File: config.mk
export PLATFORM = sky130hd
export DESIGN_NAME = mwr_ctrl
export DESIGN_NICKNAME = d
export VERILOG_FILES = /design/src/design/mwr_pkg.sv /design/src/design/mwr_ctrl.sv
export SDC_FILE = /design/constraint.sdc
export NUM_CORES = 1
export LEC_CHECK = 0
export BUFFER_PORTS_ARGS = -buffer_cell sky130_fd_sc_hd__buf_2
export CAP_MARGIN = 20
export CELL_PAD_IN_SITES_DETAIL_PLACEMENT = 2
export CELL_PAD_IN_SITES_GLOBAL_PLACEMENT = 2
export CORE_MARGIN = 5
export CORE_UTILIZATION = 28
export DETAILED_ROUTE_END_ITERATION = 8
export PLACE_DENSITY_LB_ADDON = 0.1
export SYNTH_ARGS = -nofsm -noshare
export SYNTH_HDL_FRONTEND = slang
export SYNTH_SLANG_ARGS = --single-unit
File: constraint.sdc
create_clock -name clk -period 4.1 [get_ports clk]
set_input_delay 0.205 -clock clk [delete_from_list [all_inputs] [get_ports clk]]
set_output_delay 0.205 -clock clk [all_outputs]
set_load 0.005 [all_outputs]
File: src/design/mwr_pkg.sv
// ----------------------------------------------------------------------------
// Moving-window RMS package
// Shared sizes, controller commands and datapath status for the RMS meter.
// ----------------------------------------------------------------------------
package mwr_pkg;

  // Window and sample sizing.
  localparam int WINDOW_MAX   = 8192;
  localparam int SAMPLE_BITS  = 16;
  localparam int WINDOW_RESET = 4096;

  // Derived widths.
  localparam int ADDR_W = $clog2(WINDOW_MAX);
  localparam int LEN_W  = ADDR_W + 1;
  localparam int SQ_W   = 2 * SAMPLE_BITS - 1;
  localparam int SUM_W  = SQ_W + ADDR_W;
  localparam int ROOT_W = SAMPLE_BITS;
  localparam int RAD_W  = 2 * SAMPLE_BITS;

  // The divider retires two quotient bits per cycle.
  localparam int DIV_CYCLES = (SUM_W + 1) / 2;
  localparam int DIV_W      = 2 * DIV_CYCLES;
  localparam int SQRT_STEPS = ROOT_W;
  localparam int STEP_MAX   = (DIV_CYCLES > SQRT_STEPS) ? DIV_CYCLES : SQRT_STEPS;
  localparam int CNT_W      = $clog2(STEP_MAX);

  // Commands from the controller to the datapath.
  typedef struct packed {
    logic latch_in;
    logic square;
    logic update;
    logic div_init;
    logic div_step;
    logic sqrt_init;
    logic sqrt_step;
    logic load_out;
    logic cfg_wr;
  } mwr_cmd_t;

  // Status from the datapath to the controller.
  typedef struct packed {
    logic has_sample;
    logic end_of_block;
    logic div_last;
    logic sqrt_last;
    logic out_busy;
  } mwr_stat_t;

endpackage

File: src/design/mwr_ctrl.sv
// ----------------------------------------------------------------------------
// Moving-window RMS controller
// Sequences window update, division and square root for one item at a time.
// ----------------------------------------------------------------------------
module mwr_ctrl (
  input  logic              clk,
  input  logic              rst_n,
  input  logic              in_valid,
  output logic              in_stall,
  input  logic              cfg_valid,
  output logic              cfg_ready,
  input  mwr_pkg::mwr_stat_t stat,
  output mwr_pkg::mwr_cmd_t  cmd
);
  import mwr_pkg::*;

  typedef enum logic [7:0] {
    S_IDLE      = 8'b0000_0001,
    S_SQUARE    = 8'b0000_0010,
    S_UPDATE    = 8'b0000_0100,
    S_DIV_INIT  = 8'b0000_1000,
    S_DIV       = 8'b0001_0000,
    S_SQRT_INIT = 8'b0010_0000,
    S_SQRT      = 8'b0100_0000,
    S_DONE      = 8'b1000_0000
  } state_t;

  state_t state_r;
  state_t state_nxt;
  logic   idle;

  assign idle      = (state_r == S_IDLE);
  assign in_stall  = !idle;
  assign cfg_ready = idle;

  // State register.
  always_ff @(posedge clk) begin
    if (!rst_n) begin
      state_r <= S_IDLE;
    end else begin
      state_r <= state_nxt;
    end
  end

  // Next state and commands.
  always_comb begin
    state_nxt = state_r;
    cmd       = '0;
    case (state_r)
      S_IDLE: begin
        cmd.cfg_wr = cfg_valid;
        if (in_valid) begin
          cmd.latch_in = 1'b1;
          state_nxt    = S_SQUARE;
        end
      end
      S_SQUARE: begin
        cmd.square = 1'b1;
        if (stat.has_sample) begin
          state_nxt = S_UPDATE;
        end else if (stat.end_of_block) begin
          state_nxt = S_DIV_INIT;
        end else begin
          state_nxt = S_IDLE;
        end
      end
      S_UPDATE: begin
        cmd.update = 1'b1;
        state_nxt  = stat.end_of_block ? S_DIV_INIT : S_IDLE;
      end
      S_DIV_INIT: begin
        cmd.div_init = 1'b1;
        state_nxt    = S_DIV;
      end
      S_DIV: begin
        cmd.div_step = 1'b1;
        if (stat.div_last) begin
          state_nxt = S_SQRT_INIT;
        end
      end
      S_SQRT_INIT: begin
        cmd.sqrt_init = 1'b1;
        state_nxt     = S_SQRT;
      end
      S_SQRT: begin
        cmd.sqrt_step = 1'b1;
        if (stat.sqrt_last) begin
          state_nxt = S_DONE;
        end
      end
      S_DONE: begin
        // Wait until the output register is free.
        if (!stat.out_busy) begin
          cmd.load_out = 1'b1;
          state_nxt    = S_IDLE;
        end
      end
      default: begin
        state_nxt = S_IDLE;
      end
    endcase
  end

endmodule

==> results by group <==
Clocking
  – Clk sinks: 8
  – Post_cts resized: 0
  – TritonCTS buffer count: 3
  – Clock Tree Root: clkbuf_4
  – CTS hold repair buffers: 0
  – Worst-Skew Late Latency: 0.26 ns
  – Clock Tree Buf Depth: 2
  – Setup Fix Bufs, Post-CTS: 0
  – Htree depth: 1
  – Clk slew on worst S/H paths: 0.06 ns
  – CTS tree: built

Detailed routing
  – DR vias: 574
  – Wire per inst: 15.3 um
  – Antenna-violating nets left: 0
  – DRC: 0
  – Final WL: 1.68 mm
  – Drt first pass iters: 2
  – 1st-iter DRT viols: 4
  – Via density per instance: 5.22

Worst setup path
  – CP peak stage delay: 0.52 ns
  – Worst flop-to-flop path startpoint: state_r[7]$_SDFFE_PN0P_
  – CP Class: reg -> out
  – Worst Path Buf+Inv: 2
  – Crit Path Max Fanout: 12
  – Capture point of the worst reg-to-reg path: state_r[0]$_SDFFE_PN1P_
  – CP Launch Type: flip-flop
  – Worst EP arrival: 1.77 ns
  – Critical path's slowest cell: nor4_2
  – Crit end category: output port
  – Worst R2R Path Depth: 5
  – WP data required: 3.89 ns
  – WP depth: 5
  – Cell family with most CP delay: simple AND/OR/NAND/NOR gates
  – Critical-path cell list: nor4_2 > nand4b_2 > inv_2 > and2_1 > buf_2
  – FF-to-FF setup slack: 2.32 ns

Layout
  – Most common cell after layout, fill and taps aside: buf_2
  – Commonest cells after routing, fill and taps aside: buf_2 (19), dfxtp_1 (8), nor2_1 (7)
  – Ant. Diodes: 0
  – Final Instance Count excl. Fillers: 110
  – Largest register FFs: 8
  – Finished Cell Area: 674 um^2
  – Largest registers: state_r (8)
  – Share of cells above drive strength 1: 36.1%
  – Area grow syn2layout: 19.8%
  – Biggest register: state_r
  – Nets: 94

Timing
  – Slew Viols, Final: 0
  – Fin crit share: 48.1%
  – Final hold vios: 0
  – Final setup fails: 0
  – Setup WS post-layout: 2.13 ns
  – Min cycle time layout: 1.97 ns
  – Setup TNS: 0 ns
  – RSZ-0062 raised after global routing: no
  – Hold slack final: 0.211 ns
  – Max_slew headroom: 69.1%
  – Max Clock Skew: 0.00478 ns
  – Worst-Margin Slew: 0.459 ns
  – Fmax: 508 MHz

Yosys
  – Post-synth EDFFs: 0
  – Simple-gate share of the synthesized area: 45.1%
  – Post-synth net total: 74
  – Synth unique cells: 34
  – Post-synth ARST share: 0%
  – Main combinational cell family by area after synthesis: simple AND/OR/NAND/NOR gates
  – Average size of a mapped cell: 8.66 um^2
  – Synth Area in Adders: 0%
  – Post-synthesis compound-gate area fraction: 15.1%
  – Post-Synth XOR/XNOR Area: 1.56%
  – Post-synthesis mux area share: 0%
  – Synth Cell Area: 563 um^2
  – Post-synthesis sequential area ratio: 28.4%
  – Cell count after synthesis: 65
  – Most used DFF post-synth: dfxtp_1
  – YS warnings: 0
  – #FFs+latches synth: 8

Placed design
  – Dpl cells: 107
  – Cell Area, Placed: 652 um^2
  – DPL Wire Length: 1.36 mm
  – Port Buf Inserts: 19
  – Placer Congestion: 0.735
  – Setup WS pre-CTS: 2.32 ns

Floorplanning
  – Core area: 1940 um^2
  – Initial Util: 29.0%
  – Die area: 3010 um^2
  – FP Rows: 16
  – Die span in x: 54.8 um
  – Die Y: 54.8 um
  – Ports: 20

Power and ir drop
  – Pwr dens: 414 nW/um^2
  – Peak supply drop: 0.000169 V
  – Leak: 0.302 nW

Min path
  – HP Class: in -> reg
  – Hold Path Origin: stat[4]
  – Hold EP: state_r[2]$_SDFFE_PN0P_
  – Hold Crit Depth: 2

Global route
  – Overall routing resource usage: 13.3%
  – First-pass GRT wire length: 2.80 mm
  – Vias in the first global route: 591
  – Largest net degree at the start of global routing: 13
  – Initial antenna violation count: 0
  – Total gr overflow: 0

Job
  – Max_cap viols: 0

Outcome
  – Status: completed
worst max-delay path by stage:
stage                                         end                     from  slack [ns]
after floorplan           state_r[0]$_SDFFE_PN1P_  state_r[0]$_SDFFE_PN1P_        2.58
after global placement    state_r[0]$_SDFFE_PN1P_  state_r[6]$_SDFFE_PN0P_        2.39
after detailed placement  state_r[0]$_SDFFE_PN1P_  state_r[7]$_SDFFE_PN0P_        2.32
after CTS                                  cmd[8]  state_r[7]$_SDFFE_PN0P_        2.10
after global routing                       cmd[8]  state_r[7]$_SDFFE_PN0P_        1.96
final                                      cmd[8]  state_r[7]$_SDFFE_PN0P_        2.13
cell families after synthesis:
kind of cell    Yosys count
compound gates           11
xor+xnor                  1
buf+inv                   8
flops                     8
simple gates             37
routing by layer:
| layer | up-vias | share of wire [%] | GRT usage [%] |
|---|---|---|---|
| met5 | - | 0 | 0 |
| met4 | 0 | 0 | 4.98 |
| met3 | 0 | 5.7 | 4.09 |
| met2 | 15 | 49 | 21.3 |
| met1 | 277 | 46 | 16.5 |
| li1 | 282 | - | - |
stage by stage:
stage	utilization [%]	power [mW]
CTS	34.7	0.284
floorplan	-	0.196
finish	34.7	0.279
detailed placement	33.6	0.219
global route	34.7	0.299
global placement	33.6	0.217
layout make-up:
type	count	area, um^2
fill	237	1270
multi-input combinational	49	348
sequential	8	160
timing repair buffer	19	95.1
tap	27	33.8
clock buffer	3	22.5
inverter	4	15.0
report_power, final:
part	internal, mW	switching (mW)	leakage, nW	total, mW
registers	0.0860	0.0183	0.0650	0.104
clock network	0.0338	0.0306	0.0138	0.0644
logic	0.0554	0.0552	0.224	0.111
cell usage after synthesis (all sizes together) (2+ instances only):
cell	n	area [um^2]
nor4	5	50.1
nand2	3	11.3
nor4b	3	26.3
buf	4	40.0
nand4	2	12.5
inv	4	15.0
dfxtp	8	160
or4	2	18.8
nor2	7	26.3
nand4b	3	32.5
nor3	3	15.0
o21a	2	15.0
and2	3	18.8
a211o	2	17.5
or2b	2	17.5
Note: power is estimated with default switching activity, not from simulation.
